==> config.mk <==
export PLATFORM = sky130hd
export DESIGN_NAME = pwin_lane
export DESIGN_NICKNAME = d
export VERILOG_FILES = /design/src/sv/pwin_pkg.sv /design/src/sv/pwin_lane.sv
export SDC_FILE = /design/constraint.sdc
export NUM_CORES = 1
export LEC_CHECK = 0
export ABC_CLOCK_PERIOD_IN_PS = 18550
export BUFFER_PORTS_ARGS = -buffer_cell sky130_fd_sc_hd__buf_4
export CAP_MARGIN = 40
export CORE_ASPECT_RATIO = 1.5
export CORE_MARGIN = 2
export CORE_UTILIZATION = 40
export DETAILED_ROUTE_END_ITERATION = 7
export PLACE_DENSITY_LB_ADDON = 0.05
export SLEW_MARGIN = 0
export SYNTH_ARGS = -nofsm -noshare
export SYNTH_HDL_FRONTEND = slang
export SYNTH_SLANG_ARGS = --single-unit
==> constraint.sdc <==
create_clock -name clk -period 18.55 [get_ports clk]
set_input_delay 3.71 -clock clk [delete_from_list [all_inputs] [get_ports clk]]
set_output_delay 3.71 -clock clk [all_outputs]
set_load 0.02 [all_outputs]
==> src/sv/pwin_pkg.sv <==
// Package with shared types and constants of the PPG window block.
`default_nettype none
package pwin_pkg;
  localparam int SAMPLE_W = 18;
  localparam int ACC_W    = 48;
  localparam logic [1:0] REG_FINGER_THR = 2'd0;
  localparam logic [1:0] REG_ALERT_LOW  = 2'd1;
  localparam logic [1:0] REG_ALERT_HIGH = 2'd2;
  localparam logic [7:0] HR_MIN   = 8'd20;
  localparam logic [7:0] HR_MAX   = 8'd250;
  localparam logic [6:0] SPO2_MIN = 7'd70;
  localparam logic [6:0] SPO2_MAX = 7'd100;
  localparam logic [6:0] SPO2_WEAK = 7'd98;

  // Per-lane extremes (max and min) handed to the scan sequencer.
  typedef struct packed {
    logic [SAMPLE_W-1:0] mx;
    logic [SAMPLE_W-1:0] mn;
  } lane_ext_t;
endpackage
`default_nettype wire

==> src/sv/pwin_lane.sv <==
// One channel lane: streams window entries and accumulates sum, extremes, squares.
`default_nettype none
module pwin_lane (
  input  wire logic                           clk,
  input  wire logic                           clr,
  input  wire logic                           en_sum,
  input  wire logic                           en_sq,
  input  wire logic [pwin_pkg::SAMPLE_W-1:0]  sample,
  input  wire logic [pwin_pkg::SAMPLE_W-1:0]  dc,
  output logic      [pwin_pkg::ACC_W-1:0]     sum_r,
  output logic      [pwin_pkg::ACC_W-1:0]     sq_r,
  output pwin_pkg::lane_ext_t                 ext_r
);
  import pwin_pkg::*;
  logic [SAMPLE_W-1:0] dev;
  logic [2*SAMPLE_W-1:0] dev_sq;

  // Absolute deviation from the mean and its square.
  always_comb begin
    dev    = (sample >= dc) ? sample - dc : dc - sample;
    dev_sq = dev * dev;
  end

  // Accumulators for both passes.
  always_ff @(posedge clk) begin
    if (clr) begin
      sum_r  <= '0;
      sq_r   <= '0;
      ext_r.mx <= '0;
      ext_r.mn <= '1;
    end else begin
      if (en_sum) begin
        sum_r <= sum_r + ACC_W'(sample);
        if (sample > ext_r.mx) ext_r.mx <= sample;
        if (sample < ext_r.mn) ext_r.mn <= sample;
      end
      if (en_sq) sq_r <= sq_r + ACC_W'(dev_sq);
    end
  end
endmodule
`default_nettype wire

Yosys cells after proc, flatten, opt, wreduce, memory -nomap -nowiden
Index checks and enable logic that the tools add are counted.

cells by class
  $add $sub $neg = 4
  multipliers = 1
  $lt $le $gt $ge = 3
  mux-type cells = 1
  reduce and logical (&&, ||, !) cells = 2

operators with widths
  kind                                            number
  48-bit by 18-bit adder with 48-bit output       1
  48-bit by 36-bit adder with 48-bit output       1
  18-bit by 18-bit multiplier with 36-bit output  1
  18-bit subtractor                               2
  18-bit >= comparator                            1
  18-bit > comparator                             1
  18-bit < comparator                             1
  18-bit two-way mux                              1
  2-bit AND reduction                             2

word-level totals
  register bits after elaboration = 132
  input bits = 40
  logic and storage cells = 15

Depth between registers and ports, before layout
  depth after elaboration = 4
  gate-level depth with buffers = 38

Worst setup path before layout
Ideal clock, no wire load.

  path type = input to register
  start point = input sample[0] in the netlist's numbering
  end point = register sq_r[35] in the netlist's numbering
  setup time = 122 ps
  arrival time = 11564 ps
  path slack = 6864 ps
  cell stages on the path = 36
  cells stage by stage = inv_1 > ha_1 > inv_1 > fa_1 > a21o_1 > a31oi_1 > o211ai_2 > nand4_1 > nand2_2 > buf_6 > buf_6 > mux2i_1 > o2bb2ai_1 > xor2_2 > inv_2 > nor2_1 > fa_1 > fa_1 > inv_1 > fa_1 > inv_1 > fa_1 > inv_1 > fa_1 > fa_1 > inv_1 > ha_1 > and3_1 > and3_1 > a221o_1 > a311oi_2 > a21oi_2 > a31oi_1 > o21ai_0 > nor4b_1 > a311o_1

on the way
  word-level cells in the longest chain between the ends = 4
  elaborated cells on any way between the ends = 6

RTL lines
  item                                                       line             source
  from (decl)                                                pwin_lane.sv:8   input wire logic [pwin_pkg::SAMPLE_W-1:0] sample,
  18-bit subtractor or 18-bit >= comparator (tied branches)  pwin_lane.sv:20  dev = (sample >= dc) ? sample - dc : dc - sample;
  18-bit two-way mux *                                       pwin_lane.sv:20
  18-bit by 18-bit multiplier with 36-bit output *           pwin_lane.sv:21  dev_sq = dev * dev;
  48-bit by 36-bit adder with 48-bit output *                pwin_lane.sv:37  if (en_sq) sq_r <= sq_r + ACC_W'(dev_sq);
  to (signal assigned)                                       pwin_lane.sv:37
  to (decl)                                                  pwin_lane.sv:11  output logic [pwin_pkg::ACC_W-1:0] sq_r,

Mark *: on every way between the ends. The rest lies on a longest branch, timed or not.
A chain may end at the register's enable or synchronous reset.

Final worst setup path
  start point = input sample[14] in the netlist's numbering
  end point = register sq_r[44] in the netlist's numbering

Same word-level chain as after synthesis.

==> results.cfg <==
[clocking]
worst_skew_pair.late_latency_ns = 0.45
cts_resized = 0
cts-buffers-inserted = 17
clock_tree.buffer_depth = 2
clock_tree.root_cell = clkbuf_16
hold_buf_cts = 0
cts_tree = done
cts_sinks = 132
htreeDepth = 4
cts_post_setup_buffers_inserted = 0
clkTransAtPathRegs_ns = 0.07

[drt]
drt_first_pass_iters = 5
totalWireLength_mm = 58.9
drtIter0Drc = 602
mean_number_of_vias_per_cell = 5.24
route.antenna.remaining_nets = 0
wire_per_inst_um = 19.5
dr_wl_met3_mm = 2.60
wl_met1_mm = 21.5
met2_wirelength_mm = 32.0
via_count = 15800
drc = 0
routed.top_layer = met4

[worst_setup_path]
critical_path_required_ns = 18.89
timing.critical_path.slowest_cell_delay_ns = 0.72
worstSetupPathType = input port to register
critical_path.endpoint_type = register
timing.critical_path.arrival_ns = 13.54
setup.worst_path.start_class = input port
critPathSlowestCell = xor2_2
critical_path.max_fanout = 21
critical_path.most_common_cell = fa_1

[die]
ios = 172
design.die.area_um2 = 49700
std_cell_rows = 98
start_util_pct = 40.4
core_um2 = 47500
floorplan.die.height_um = 272
die_x_um = 183

[synthesis]
ys.warnings.count = 0
simple_logic_cell_fraction_of_the_synthesized_area_pct = 14.2
postSynth.asyncResetShare_pct = 0
largest_family_of_logic_cells_by_synthesized_area = adder cells
synthFlopType = dfxtp_1
synth.top_cells.by_count = inv_1 (491), nor2_1 (249), fa_1 (248)
synth_seq_cells = 132
muxShareOfSynthArea_pct = 4.33
synth_area_in_xor_xnor_pct = 3.96
library_cell_with_the_largest_summed_area_after_synthesis = fa_1
synth.yosys.seq_area_share_pct = 13.8
synthesis.instances = 2271
post_synth_fa_ha_maj_area_fraction_pct = 39.6
synthesis.area_um2 = 19100
synth_top_cell_area_share_pct = 25.9
yosysMostFrequentCell = inv_1
synth_area_per_cell_um2 = 8.43
synth_nets = 2769
yosysUniqueCellTypes = 83
ys_top_cells_by_area = fa_1 (26%), dfxtp_1 (14%), ha_1 (14%)
synth_compound_gate_area_share_pct = 12.4
synth_edf_count = 0

[timing]
fin_setup_tns_ns = 0
max_freq_ghz = 0.0758
whs_ns = 0.494
slew-limit-headroom_pct = 40.8
finalCriticalPeriod_ns = 13.20
worst_slew_pin_slew_ns = 0.887
drv_slew = 0
setup_viol_count_final = 0
grt_setup_unrepaired = false
finClkSkew_ns = 0.0173
finalHoldViolCount = 0
period_share_pct = 71.1

[place]
place_area_um2 = 21000
gp_congestion = 0.894
placed_cells_incl_taps = 2986
dpl.hpwl_mm = 48.2
io_buffers = 171

[min_path]
worstHoldPathType = register to register

[layout]
post_layout_nonfiller_instances = 3018
n_fill_cell = 4797
post-route-cell-area_um2 = 21600
finalNetCount = 2903
final_layout_size_suffix_gt1_share_pct = 11.9
n_antenna_cell = 0
area_delta_synth_final_pct = 12.9

[grt]
first_pass_grt_wire_length_mm = 92.8
first_global_vias = 16700
globalRoute.totalOverflow = 0
track_usage_pct = 24.3
grt_max_degree = 56
grt_antenna_before_repair = 0

[outcome]
run_status = complete, no violations

[flow_run]
maxCapViolations = 0
-- registers in the layout, summed over array words and instances (netlist names) --
register	flops
sq_r	48
ext_r	36
sum_r	48
-- through the flow --
step	setup WS [ns]	utilization, %
after CTS	5.37	45.5
after global routing	4.75	45.5
after floorplan	6.86	-
final	5.35	45.5
after detailed placement	4.87	44.3
after global placement	5.08	44.3
-- final timing paths --
kind | from | end | slack, ns | cells past startpoint
max | sample[14] | sq_r[44] | 5.35 | 33
min | sum_r[42] | sum_r[42] | 0.49 | 2
max reg2reg | sq_r[11] | sq_r[44] | 12.91 | 18
min reg2reg | sum_r[42] | sum_r[42] | 0.49 | 2
-- final cells by class --
| cell class | instances | area [um^2] | share of cell area (%) |
|---|---|---|---|
| clock inverter | 14 | 159 | 0.735 |
| clock buffer | 18 | 429 | 1.99 |
| inverter | 502 | 1880 | 8.72 |
| timing repair buffer | 191 | 1440 | 6.66 |
| multi-input combinational | 1561 | 14300 | 66.2 |
| tap | 600 | 751 | 3.47 |
| sequential | 132 | 2640 | 12.2 |
-- metal layers --
layer	GRT usage, %	vias up
li1	-	7537
met1	25.8	7782
met2	46.3	389
met3	4.09	118
met4	11.7	0
met5	0	-
-- cells by family (layout without fill, tap and decap cells) --
group | after synthesis | in the layout
compound gates | 355 | 355
xor+xnor | 78 | 78
fa+ha+maj | 458 | 458
buf+inv | 578 | 725
flops | 132 | 132
mux | 82 | 82
simple gates | 588 | 588
-- critical path: cells and delay by family --
family / cells / cell delay [ns]
simple gates: 9 / 2.15
fa+ha+maj: 8 / 3.81
mux: 2 / 0.50
buf+inv: 7 / 0.76
compound gates: 6 / 1.84
xor+xnor: 1 / 0.72
-- placed cells by master, fill, tap and decap left out, types with 24 or more instances in the layout --
cell type    n
ha_1       210
mux2i_1     75
nand2_1    148
dfxtp_1    132
nor2_1     249
o21ai_0     47
inv_1      491
xnor2_1     44
nand4_1     24
a21o_1      54
fa_1       248
a21oi_1    105
buf_4      189
Power is not shown: default switching activity piles up to over one toggle a cycle in this logic, so the estimate is an artifact.
