File: src/sv/pwin_isqrt.sv
// Iterative integer square root, two radicand bits per cycle.
`default_nettype none
module pwin_isqrt (
  input  wire logic        clk,
  input  wire logic        rst_n,
  input  wire logic        start,
  input  wire logic [63:0] radicand,
  output logic             done_r,
  output logic [31:0]      root_r
);
  logic [63:0] rem_r;
  logic [63:0] val_r;
  logic [5:0]  cnt_r;
  logic        busy_r;
  logic [65:0] trial;

  always_comb trial = {rem_r, val_r[63:62]} - {32'd0, root_r, 2'b01};

  // Restoring digit recurrence.
  always_ff @(posedge clk) begin
    if (!rst_n) begin
      busy_r <= 1'b0;
      done_r <= 1'b0;
    end else begin
      done_r <= 1'b0;
      if (start) begin
        busy_r <= 1'b1;
        rem_r  <= '0;
        root_r <= '0;
        val_r  <= radicand;
        cnt_r  <= '0;
      end else if (busy_r) begin
        val_r <= {val_r[61:0], 2'b00};
        if (!trial[65]) begin
          rem_r  <= trial[63:0];
          root_r <= {root_r[30:0], 1'b1};
        end else begin
          rem_r  <= {rem_r[61:0], val_r[63:62]};
          root_r <= {root_r[30:0], 1'b0};
        end
        cnt_r <= cnt_r + 6'd1;
        if (cnt_r == 6'd31) begin
          busy_r <= 1'b0;
          done_r <= 1'b1;
        end
      end
    end
  end
endmodule
`default_nettype wire

File: config.mk
export PLATFORM = sky130hd
export DESIGN_NAME = pwin_isqrt
export DESIGN_NICKNAME = d
export VERILOG_FILES = /design/src/sv/pwin_isqrt.sv
export SDC_FILE = /design/constraint.sdc
export NUM_CORES = 1
export LEC_CHECK = 0
export BUFFER_PORTS_ARGS = -buffer_cell sky130_fd_sc_hd__buf_2
export CAP_MARGIN = 20
export CORE_ASPECT_RATIO = 0.8
export CORE_MARGIN = 2
export CORE_UTILIZATION = 60
export CTS_CLUSTER_DIAMETER = 50
export DETAILED_ROUTE_END_ITERATION = 10
export PLACE_DENSITY = 0.81
export SKIP_LAST_GASP = 1
export SYNTH_ARGS = -nofsm -noshare
export SYNTH_HDL_FRONTEND = slang
export SYNTH_SLANG_ARGS = --single-unit
File: constraint.sdc
create_clock -name clk -period 6.58 [get_ports clk]
set_input_delay 0 -clock clk [delete_from_list [all_inputs] [get_ports clk]]
set_output_delay 0 -clock clk [all_outputs]
set_load 0.05 [all_outputs]
Word-level counts from Yosys, hierarchy flattened
Cells that the tools add are included.

storage, ports and cells
  word-level logic and storage cells = 25
  input port bits = 67
  register bits = 168
  output and inout port bits = 33

cells by class
  eq/ne operators = 1
  add/subtract/negate cells = 2
  reduce and logical (&&, ||, !) cells = 3
  muxes and demuxes = 11
  bitwise logic cells = 2

operators with widths
  cell                                                                    count
  64-bit 2-to-1 mux                                                       4
  66-bit by 34-bit subtractor with 66-bit output                          1
  32-bit 2-to-1 mux                                                       1
  6-bit by 1-bit adder with 6-bit output (second input constant)          1
  6-bit by 5-bit equality test with 1-bit output (second input constant)  1
  6-bit 2-to-1 mux                                                        1
  1-bit 2-to-1 mux                                                        5
  3-bit OR reduction                                                      1
  1-bit NOT                                                               2
  2-bit AND reduction                                                     1
  2-bit nonzero test                                                      1

Logic depth before layout (Yosys ltp)
  depth in word-level cells = 4
  mapped depth = 14
  gate-level depth less buffers = 11

Worst setup path after synthesis
Ideal clock, no wire load.

  kind = input-to-reg
  from = input start
  to = register cnt_r[0], enable pin
  data arrival time = 4.244 ns
  buffers on the path = 2
  path slack = 1.795 ns
  stages = 3
  library setup time = 0.541 ns
  data required time = 6.039 ns
  path through = clkbuf_1 buf_1 o21a_1

between the ends
  cells in the longest elaborated chain, start to end = 2

RTL lines
  item                                  RTL line  RTL
  start: declaration                    6         input wire logic start,
  2-bit nonzero test (no source line)   -
  2-bit AND reduction (no source line)  -
  end signal: assignment                41        cnt_r <= cnt_r + 6'd1;
  end: declaration                      13        logic [5:0] cnt_r;

Every way passes these cells.
A chain may end at the register's enable or synchronous reset.

Worst setup path after layout
  from = register rem_r[41]
  to = register rem_r[47] (data pin)

between the ends
  cells in the longest elaborated chain, start to end = 3

RTL lines
  item                                            RTL line  RTL
  start: declaration                              11        logic [63:0] rem_r;
  start signal: assignment                        35        rem_r <= trial[63:0];
  start signal: assignment                        38        rem_r <= {rem_r[61:0], val_r[63:62]};
  66-bit by 34-bit subtractor with 66-bit output  17        always_comb trial = {rem_r, val_r[63:62]} - {32'd0, root_r, 2'b01};
  64-bit 2-to-1 mux                               34        if (!trial[65]) begin
  64-bit 2-to-1 mux                               32        end else if (busy_r) begin

Every way passes these cells. The select of a mux whose other input is x is not followed.

==> results.cfg <==
[status]
status = finished, final reports clean

[critical_path]
crit-reg2reg-capture = rem_r[47]$_SDFFCE_PP0P_
critical_path.reg2reg.startpoint = rem_r[41]$_SDFFCE_PP0P_
worst_r2r_path_depth = 10
cp_slowest_stage_delay_ns = 0.81
ff2ff_setup_slack_ns = 1.73
critical-path-slowest-cell = or2_1
arrival_ns = 5.04
timing.setup.critical_path_class = register to register
critPathMostFrequentCell = or3_4
required_ns = 6.77
critical_path_startpoint_category = register
worst-path-max-fanout = 34
setup.worst_path.end_class = register
path_cells = or4_4 -> or4_1 -> or3_4 -> or3_4 -> nor4_4 -> and3b_1 -> or2_1 -> buf_4 -> nor4_1 -> mux2_1

[global_route]
grt_pass1_vias = 7452
pin_count_of_the_biggest_net_entering_global_routing = 107
globalRouteOverflowTotal = 0
global_route.usage.total = 0.282
antenna_violations_before_repair = 1
grt_first_pass_wirelength_um = 38300

[timing]
fin_crit_sh = 0.738
final_count_of_negative_setup_slack_endpoints = 0
timing.final.max_slew_violations = 0
worstMarginPinSlew_ns = 1.07
fin_worst_skew_ns = 0.0102
maxSlewHeadroom = 0.284
hold_viol_final = 0
period_minus_slack_ns = 4.85
setup_slack_ns = 1.73
max_freq_mhz = 206
rsz0062_at_grt = false
timing.setup.tns_ns = 0

[layout]
most-common-layout-cells = edfxtp_1 (166), nand2_1 (105), buf_2 (99), nor2_1 (94), a21oi_1 (77)
drive_gt1_frac = 0.202
layout_commonest_cell = edfxtp_1
finalNetCount = 1162
flow.area_growth_from_synthesis_pct = 20.0

[detailed_routing]
routed-via-count = 7723
m1WireLength_um = 10400
top_signal_layer_used = met4
dr.first_iter.drc_count = 723
drt-pass1-iter-count = 6
avgRoutedWirePerCell_um = 18.5
drt.antenna.violating_nets = 0
met2RoutedLength_um = 11100
detail_route.drc_violations = 0
route.detailed.vias_per_inst = 5.99
met3_wl_post_dr_um = 1860
drt-total-wl_um = 23900

[clocking]
cts_htree_levels = 4
cts_buffer_depth = 2
cts_num_sinks = 168
postcts_setup_bufs = 0
clk_lat_worst_skew_ns = 0.44
worst_setup_hold_path_clk_slew_ns = 0.07
cts.root.buffer_cell = clkbuf_16
tritoncts_buffer_count = 17
cts_tree = done

[yosys]
synth_mux_area_frac = 0.0926
yosysSeqAreaShare = 0.517
synth_compound_gate_area_share = 0.106
synthFlopType = edfxtp_1
post_synth_instance_area_mm2 = 0.00971
yosysUniqueCellTypes = 60
netlist_instances = 916
synth_async_sr_flop_share = 0
synth.yosys.warnings = 0
post_synth_fa_ha_maj_area_fraction = 0.0438
synth-edff-count = 166
parity_gate_share_of_the_synthesized_area_counting_xor_and_xnor_cells = 0.0298
synth-seq-cells = 168
main_combinational_cell_family_by_area_after_synthesis = simple AND/OR/NAND/NOR gates
syn_nets = 1017
synth_area_per_cell_um2 = 10.6
synth_simple_gate_area_share = 0.178

[place]
detailedPlacementHpwl_um = 14100
dpl_worst_slack_ns = 1.87
placement.io_buffers = 99
gp_congestion = 0.946

[worst_hold_path]
worst_hold_path.num_cells = 2
min_path_type = primary input to register
worst_hold_startpoint = start
min_delay_worst_endpoint = root_r[5]$_SDFFCE_PP0P_

[floorplan]
die_x_um = 146
die_h_um = 118
initial_utilization = 0.615
die-area_mm2 = 0.0172
placeable_core_area_mm2 = 0.0158
rows = 41
design.portCount = 100

[job]
drv.max_cap_violation_count = 0

[pwr]
power.leakage_nw = 4.46
powerDensity_mw_per_mm2 = 251
ir_drop_mv = 0.202
[worst max-delay path: cells and delay by family, from the launching register on]
family / cells / cell delay, ns
buffers and inverters: 1 / 0.48
AND/OR/NAND/NOR: 8 / 3.26
flip-flops: 1 / 0.46
multiplexers: 1 / 0.38
[registers in the layout, indices dropped and copies added (netlist names)]
signal / flops
busy_r: 1
val_r: 64
cnt_r: 6
rem_r: 64
done_r: 1
root_r: 32
[kinds of logic (layout without fill, tap and decap cells)]
logic type / after synthesis / count (layout)
buffers and inverters: 85 / 243
and+or+nand+nor: 348 / 348
adders and majority gates: 34 / 34
other: 0 / 1
muxes: 80 / 80
DFF: 168 / 168
xor gates and xnor gates: 33 / 33
AOI/OAI and AO/OA: 168 / 168
[per-stage QoR]
stage,power (mW),area [um2],std cells,hold WS (ns),util
finish,2.93,11700,1290,0.115,0.738
floorplan,1.72,9710,916,0.153,-
global placement,1.83,10400,1190,0.266,0.656
detailed placement,1.84,10400,1190,0.270,0.656
CTS,2.91,11600,1287,0.113,0.736
global route,3.03,11700,1290,0.131,0.738
[how the worst max path moves through the flow]
stage	endpoint	slack (ns)	start	cells after the start
after floorplan	cnt_r[0]$_SDFFCE_PP0P_	1.80	start	3
after global placement	rem_r[47]$_SDFFCE_PP0P_	2.06	rem_r[40]$_SDFFCE_PP0P_	10
after detailed placement	rem_r[47]$_SDFFCE_PP0P_	1.87	rem_r[40]$_SDFFCE_PP0P_	10
after CTS	rem_r[47]$_SDFFCE_PP0P_	1.85	rem_r[40]$_SDFFCE_PP0P_	10
after global routing	rem_r[47]$_SDFFCE_PP0P_	1.57	rem_r[40]$_SDFFCE_PP0P_	10
final	rem_r[47]$_SDFFCE_PP0P_	1.73	rem_r[41]$_SDFFCE_PP0P_	10
[layer usage]
metal,vias to the layer above,track usage
li1,3649,-
met1,3695,0.387
met2,340,0.443
met3,39,0.0725
met4,0,0.0910
met5,-,0
[synthesized netlist by cell type (all sizes together) (4+ instances only)]
library cell,count,area share
inv,39,0.015
o211ai,6,0.0046
o21ai,25,0.013
a21oi,77,0.040
nor3,15,0.0077
nor2b,25,0.016
nand2b,5,0.0032
o31ai,9,0.0070
or2,5,0.0032
or3,11,0.0081
nand2,105,0.041
and3,4,0.0026
and2,6,0.0039
mux2,79,0.092
nand3b,4,0.0031
xnor2,18,0.016
or4,16,0.013
clkbuf,34,0.013
a21o,11,0.0085
nor2,95,0.037
buf,12,0.0049
o21bai,4,0.0031
ha,34,0.044
nand3,19,0.0098
xor2,15,0.014
nand4,8,0.0052
nor4,14,0.011
nor3b,8,0.0062
o21a,10,0.0077
edfxtp,166,0.51
[power breakdown]
part / switching (mW) / internal [mW]
combinational: 0.333 / 0.226
sequential: 0.0452 / 1.27
clock: 0.505 / 0.551
total: 0.883 / 2.05
[area by class of cell]
type	instances	area [um2]
Sequential cell	168	5020
Fill cell	1083	4150
Multi-Input combinational cell	663	4380
Timing Repair Buffer	172	1210
Clock buffer	17	425
Tap cell	215	269
Inverter	39	146
Clock inverter	15	194
Antenna cell	1	2.50
[timing repair]
| action | in CTS | in global routing |
|---|---|---|
| endpoints found under the hold margin | 65 | 0 |
| hold buffers | 65 | 0 |
| setup endpoints to repair | 0 | 0 |
| resized for setup | 0 | 0 |
Power figures use the tool's default switching activity.
