--- config.mk ---
export PLATFORM = sky130hd
export DESIGN_NAME = pwin_div
export DESIGN_NICKNAME = d
export VERILOG_FILES = /design/src/sv/pwin_div.sv
export SDC_FILE = /design/constraint.sdc
export NUM_CORES = 1
export LEC_CHECK = 0
export BUFFER_PORTS_ARGS = -buffer_cell sky130_fd_sc_hd__buf_2
export CAP_MARGIN = 40
export CORE_AREA = 5 5 186 188
export DETAILED_ROUTE_END_ITERATION = 6
export DIE_AREA = 0 0 191 193
export MAX_ROUTING_LAYER = met4
export SLEW_MARGIN = 20
export SYNTH_ARGS = -nofsm -noshare
export SYNTH_HDL_FRONTEND = slang
export SYNTH_SLANG_ARGS = --single-unit
--- constraint.sdc ---
create_clock -name clk -period 8.9 [get_ports clk]
set_clock_uncertainty 0.1 [all_clocks]
set_input_delay 2.225 -clock clk [delete_from_list [all_inputs] [get_ports clk]]
set_output_delay 2.225 -clock clk [all_outputs]
set_load 0.02 [all_outputs]
--- src/sv/pwin_div.sv ---
// Iterative restoring divider, one quotient bit per cycle.
`default_nettype none
module pwin_div (
  input  wire logic        clk,
  input  wire logic        rst_n,
  input  wire logic        start,
  input  wire logic [63:0] dividend,
  input  wire logic [63:0] divisor,
  output logic             done_r,
  output logic [63:0]      quot_r
);
  logic [63:0] rem_r;
  logic [63:0] dsr_r;
  logic [6:0]  cnt_r;
  logic        busy_r;
  logic [64:0] trial;

  always_comb trial = {rem_r, quot_r[63]} - {1'b0, dsr_r};

  always_ff @(posedge clk) begin
    if (!rst_n) begin
      busy_r <= 1'b0;
      done_r <= 1'b0;
    end else begin
      done_r <= 1'b0;
      if (start) begin
        busy_r <= 1'b1;
        rem_r  <= '0;
        quot_r <= dividend;
        dsr_r  <= divisor;
        cnt_r  <= '0;
      end else if (busy_r) begin
        if (!trial[64]) begin
          rem_r  <= trial[63:0];
          quot_r <= {quot_r[62:0], 1'b1};
        end else begin
          rem_r  <= {rem_r[62:0], quot_r[63]};
          quot_r <= {quot_r[62:0], 1'b0};
        end
        cnt_r <= cnt_r + 7'd1;
        if (cnt_r == 7'd63) begin
          busy_r <= 1'b0;
          done_r <= 1'b1;
        end
      end
    end
  end
endmodule
`default_nettype wire

# --- Word-level counts from Yosys, hierarchy flattened ---
# Cells that the tools add are included.
totals:
  word_cells: 25
  out_inout_bits: 65
  inputBits: 131
  reg_bits: 201
classes:
  addsub: 2
  bitwise_logic: 2
  n_eq_ne: 1
  muxes: 10
  reduce_logical: 4
op_table:
  columns: ["op", "count"]
  rows:
  - ["2-to-1 mux 64 bit", 4]
  - ["subtractor 65 x 64 -> 65 bit", 1]
  - ["adder 7 x 1 -> 7 bit (second input constant)", 1]
  - ["equality test 7 x 6 -> 1 bit (second input constant)", 1]
  - ["2-to-1 mux 7 bit", 1]
  - ["2-to-1 mux 1 bit", 5]
  - ["AND reduction 2 bit", 2]
  - ["OR reduction 3 bit", 1]
  - ["inverter 1 bit", 2]
  - ["nonzero test 2 bit", 1]

# --- Longest topological paths before layout ---
depth:
  ltp_word: 4
  ltp_mapped: 14
  mapped_depth_nobuf: 12

# --- Least setup slack after synthesis ---
# OpenSTA, ideal clock, no wires.
synth_path:
  path_type: "input to register"
  from: "input port start"
  to: "register cnt_r[0] (enable)"
  setup_ps: 506
  arrival_ps: 5872
  stages: 3
  t_required_ps: 8294
  setup_slack_ps: 2421
  path_buffers: 2
  path_cell_list: "clkbuf_1 > clkbuf_1 > o21a_1"
synth_via:
  elab_chain_cells: 2
synth_rtl:
  columns: ["item", "line", "rtl"]
  rows:
  - ["from (decl)", "6", "input wire logic start,"]
  - ["nonzero test 2 bit (no line)", null, null]
  - ["AND reduction 2 bit (no line)", null, null]
  - ["to (signal assigned)", "40", "cnt_r <= cnt_r + 7'd1;"]
  - ["to (decl)", "14", "logic [6:0] cnt_r;"]
# Every way passes these cells.
# A chain may end at the register's enable or synchronous reset.

# --- Final worst setup path ---
layout_path:
  from: "register quot_r[63]"
  to: "register rem_r[26], data pin"
layout_via:
  elab_chain_cells: 3
layout_rtl:
  columns: ["item", "line", "rtl"]
  rows:
  - ["from (decl)", "10", "output logic [63:0] quot_r"]
  - ["from (signal assigned)", "29", "quot_r <= dividend;"]
  - ["from (signal assigned)", "35", "quot_r <= {quot_r[62:0], 1'b1};"]
  - ["from (signal assigned)", "38", "quot_r <= {quot_r[62:0], 1'b0};"]
  - ["subtractor 65 x 64 -> 65 bit", "18", "always_comb trial = {rem_r, quot_r[63]} - {1'b0, dsr_r};"]
  - ["2-to-1 mux 64 bit", "33", "if (!trial[64]) begin"]
  - ["2-to-1 mux 64 bit", "32", "end else if (busy_r) begin"]
  - ["to (signal assigned)", "34", "rem_r <= trial[63:0];"]
  - ["to (signal assigned)", "37", "rem_r <= {rem_r[62:0], quot_r[63]};"]
  - ["to (decl)", "12", "logic [63:0] rem_r;"]
# Every way passes these cells. The select of a mux whose other input is x is not followed.

==> summary.txt <==
Timing
  • Tmin final: ~4.4 ns
  • Fmax: between 200 and 250 MHz
  • RSZ-0062 raised after global routing: false
  • Slew Viols, Final: 0
  • Final period util: about 49%
  • Setup Viol. Count Final: 0
  • Rel. slew slack: between 40% and 50%
  • Fin. Hold Viols: 0
  • Setup Total Neg Slack: 0 ns
  • Worst Tran Pin Value: 0.778 ns
  • Hold_ws: approximately 0.35 ns

Synthesis
  • Synth Area in Adders: about 6.8%
  • Mapped Area: 0.0123 mm²
  • Ys flop type: edfxtp_1
  • XOR/XNOR Fraction of Synth Area: 2.85%
  • Compound-Gate Fraction of Synth Area: 15.2%
  • Area leader, netlist: edfxtp_1
  • Asr flop ratio synth: 0%
  • Post-Synth Simple-Gate Area: 12.8%
  • Avg Cell Area, Syn: roughly 11 µm²
  • Top-area cell type share of the netlist area: 48.6%
  • Ys Warns: 0
  • Largest family of logic cells by synthesized area: compound AO/OA/AOI/OAI gates
  • Mux share of post-synthesis cell area: ~9%
  • Most common cell in the synthesized netlist: edfxtp_1
  • Synthesized flop and latch total: ~200
  • Seq/Total Area, Yosys: a little under 50%
  • Post-synth EDFFs: around 200
  • Post-Syn Instances: approximately 1200
  • Area contributors post-synth: edfxtp_1, ha_1, mux2_2, a21oi_1, mux2i_1
  • Post-synth top cells: edfxtp_1, nor2_1, nand2_1
  • Synth unique cells: 68
  • Total nets after synthesis: around 1400

Pwr
  • Flop pwr share: between 40% and 50%
  • P_sw: 883 µW
  • Leak Pwr: around 0.006 µW
  • Combinational Power Share: 24.9%
  • Worst IR drop on VDD: about 0.00018 V
  • Clock network fraction of total power: 34.8%
  • Int Pwr: approximately 2000 µW
  • PwrDens: about 200 mW/mm²
  • Net Sw Frac: between 30% and 40%

Setup path
  • Worst path slowest cell: buf_4
  • CP Launch Type: flip-flop
  • CP cell instances: inv_1 -> ha_1 -> fa_1 -> nand2b_1 -> a21oi_1 -> o21ai_1 -> a211oi_2 -> o21a_1 -> o31ai_4 -> nor3_4 -> buf_4 -> mux2i_1 -> nor2_1
  • CP top delay family: compound AO/OA/AOI/OAI gates
  • Crit Path Class: reg -> reg
  • CP required: about 9 ns
  • Critical path buffers and inverters: 2
  • Delay of the slowest cell on the worst path: around 0.68 ns
  • Worst EP arrival: between 4 and 5 ns
  • Worst-path fanout max: 45
  • Critical Path End Type: flip-flop

Finish
  • Layout cells sized above 1: around a quarter
  • Final #Nets: ~1500
  • Synth-to-layout area growth: 18.5%
  • Ant. Diodes: 0

Detailed routing
  • Drt first pass iters: 5
  • Routed Antenna Nets: 0
  • DR iter-0 viols: between 600 and 700
  • Via density: 5.30
  • Via count: between 9000 and 10000
  • Post-Route WL: about 33000 µm
  • DRC: 0
  • Wirelength per Cell: ~18 µm

GRT
  • Initial antenna violation count: 0
  • Vias in the first global route: between 9000 and 10000
  • First-pass GRT wire length: around 51000 µm
  • Grt ovf: 0
  • Largest net degree at the start of global routing: about 60
  • Gr usage total: approximately 18%

Hold path
  • HP Class: reg -> reg

Clock tree
  • Clk sink count: between 200 and 250
  • Later-pin clock latency in the skew report: between 0.5 and 0.6 ns
  • CTS Buffer Depth: 3
  • CTS root buffer: clkbuf_16
  • # hold bufs at CTS: 0
  • Buffer count from post-CTS setup fixing: 0
  • CTS resizes: 0
  • CTS tree: done
  • CTS clk-pin slew, worst paths: 0.06 ns
  • CTS buffer count: 25
  • H-Tree Depth: 1

Floorplanning
  • # rows: 67
  • Placeable Area: ~0.033 mm²
  • Initial Util: between 30% and 40%
  • Die ar.: about 0.037 mm²
  • Die Y: roughly 190 µm
  • Die width: approximately 190 µm
  • Io pins: approximately 200

Status
  • Status: finished clean

Placement
  • RePlAce Congestion: 0.897
  • Port Buf Inserts: between 150 and 200
  • Detailed Place HPWL: roughly 24000 µm

Job
  • Max cap viols: 0
-- stage by stage --
stage          util (%)  std cells  area, µm²  total power [µW]  setup slack, ns
6_report           44.2       1797      14600              2910             4.53
5_1_grt            44.2       1797      14600              3070             4.27
4_1_cts            44.1       1796      14500              2940             4.52
3_5_place_dp       41.7       1752      13700              1910             4.01
3_3_place_gp       41.4       1748      13600              1900             3.83
2_1_floorplan         -       1154      12300              1720             2.42
-- power groups by stage --
stage                     combinational, µW  sequential, µW  clock (µW)
after detailed placement                722            1190           0
after global routing                    803            1180        1080
after global placement                  708            1190           0
after floorplan                         511            1210           0
after CTS                               726            1170        1040
final                                   725            1170        1010
-- registers in the layout, summed over array words and instances (netlist names) --
name	cells
busy_r	1
cnt_r	7
done_r	1
dsr_r	64
quot_r	64
rem_r	64
-- placed cells by master, fill, tap and decap left out, types with 12 or more instances in the layout --
master | netlist | routed
a21o_1 | 32 | 32
a21oi_1 | 87 | 87
and3_1 | 12 | 12
buf_2 | 9 | 194
clkbuf_16 | 0 | 25
edfxtp_1 | 199 | 199
ha_1 | 65 | 65
inv_1 | 85 | 85
mux2_2 | 63 | 63
mux2i_1 | 38 | 38
nand2_1 | 88 | 88
nand2b_1 | 13 | 13
nand3_1 | 25 | 25
nand4_1 | 21 | 21
nor2_1 | 90 | 90
nor3_1 | 22 | 22
o211ai_1 | 13 | 13
o21a_1 | 15 | 14
o21ai_0 | 48 | 48
o21bai_1 | 12 | 12
xnor2_1 | 17 | 17
xor2_1 | 23 | 23
-- routing by layer --
layer  up-vias  wire [µm]  track usage (%)
li1       4663          -                -
met1      4494      14800             23.3
met2       319      15000             28.7
met3        42       2180             3.75
met4         0        622             3.62
met5         -          0                -
-- worst paths after layout --
| check | startpoint | endpoint | slack [ns] | depth (start not counted) |
|---|---|---|---|---|
| hold / removal | busy_r | done_r | 0.35 | 2 |
| setup reg to reg | quot_r[63] | rem_r[26] | 4.53 | 13 |
| setup / recovery | quot_r[63] | rem_r[26] | 4.53 | 13 |
| hold reg to reg | busy_r | done_r | 0.35 | 2 |
-- cell families (layout without fill, tap and decap cells) --
group | count (synthesis) | after routing
AND/OR/NAND/NOR | 324 | 324
AO/OA/AOI/OAI | 284 | 284
flip-flops | 201 | 201
buffers and inverters | 137 | 332
multiplexers | 102 | 102
adder cells (fa/ha/maj) | 66 | 66
XOR/XNOR | 40 | 40
-- layout make-up --
class,count,area [µm²]
flip-flops and latches,201,6020
well taps,448,561
fillers,3171,18400
multi-input cells,816,5750
clock inverters,13,155
inverters,85,319
repair buffers,203,1110
clock buffers,31,648
-- tightest hold or removal path: cells and delay by family, from the launching register on --
family / cells / cell delay, ns
DFF: 1 / 0.32
and+or+nand+nor: 2 / 0.10
(Power assumes the default switching activity.)
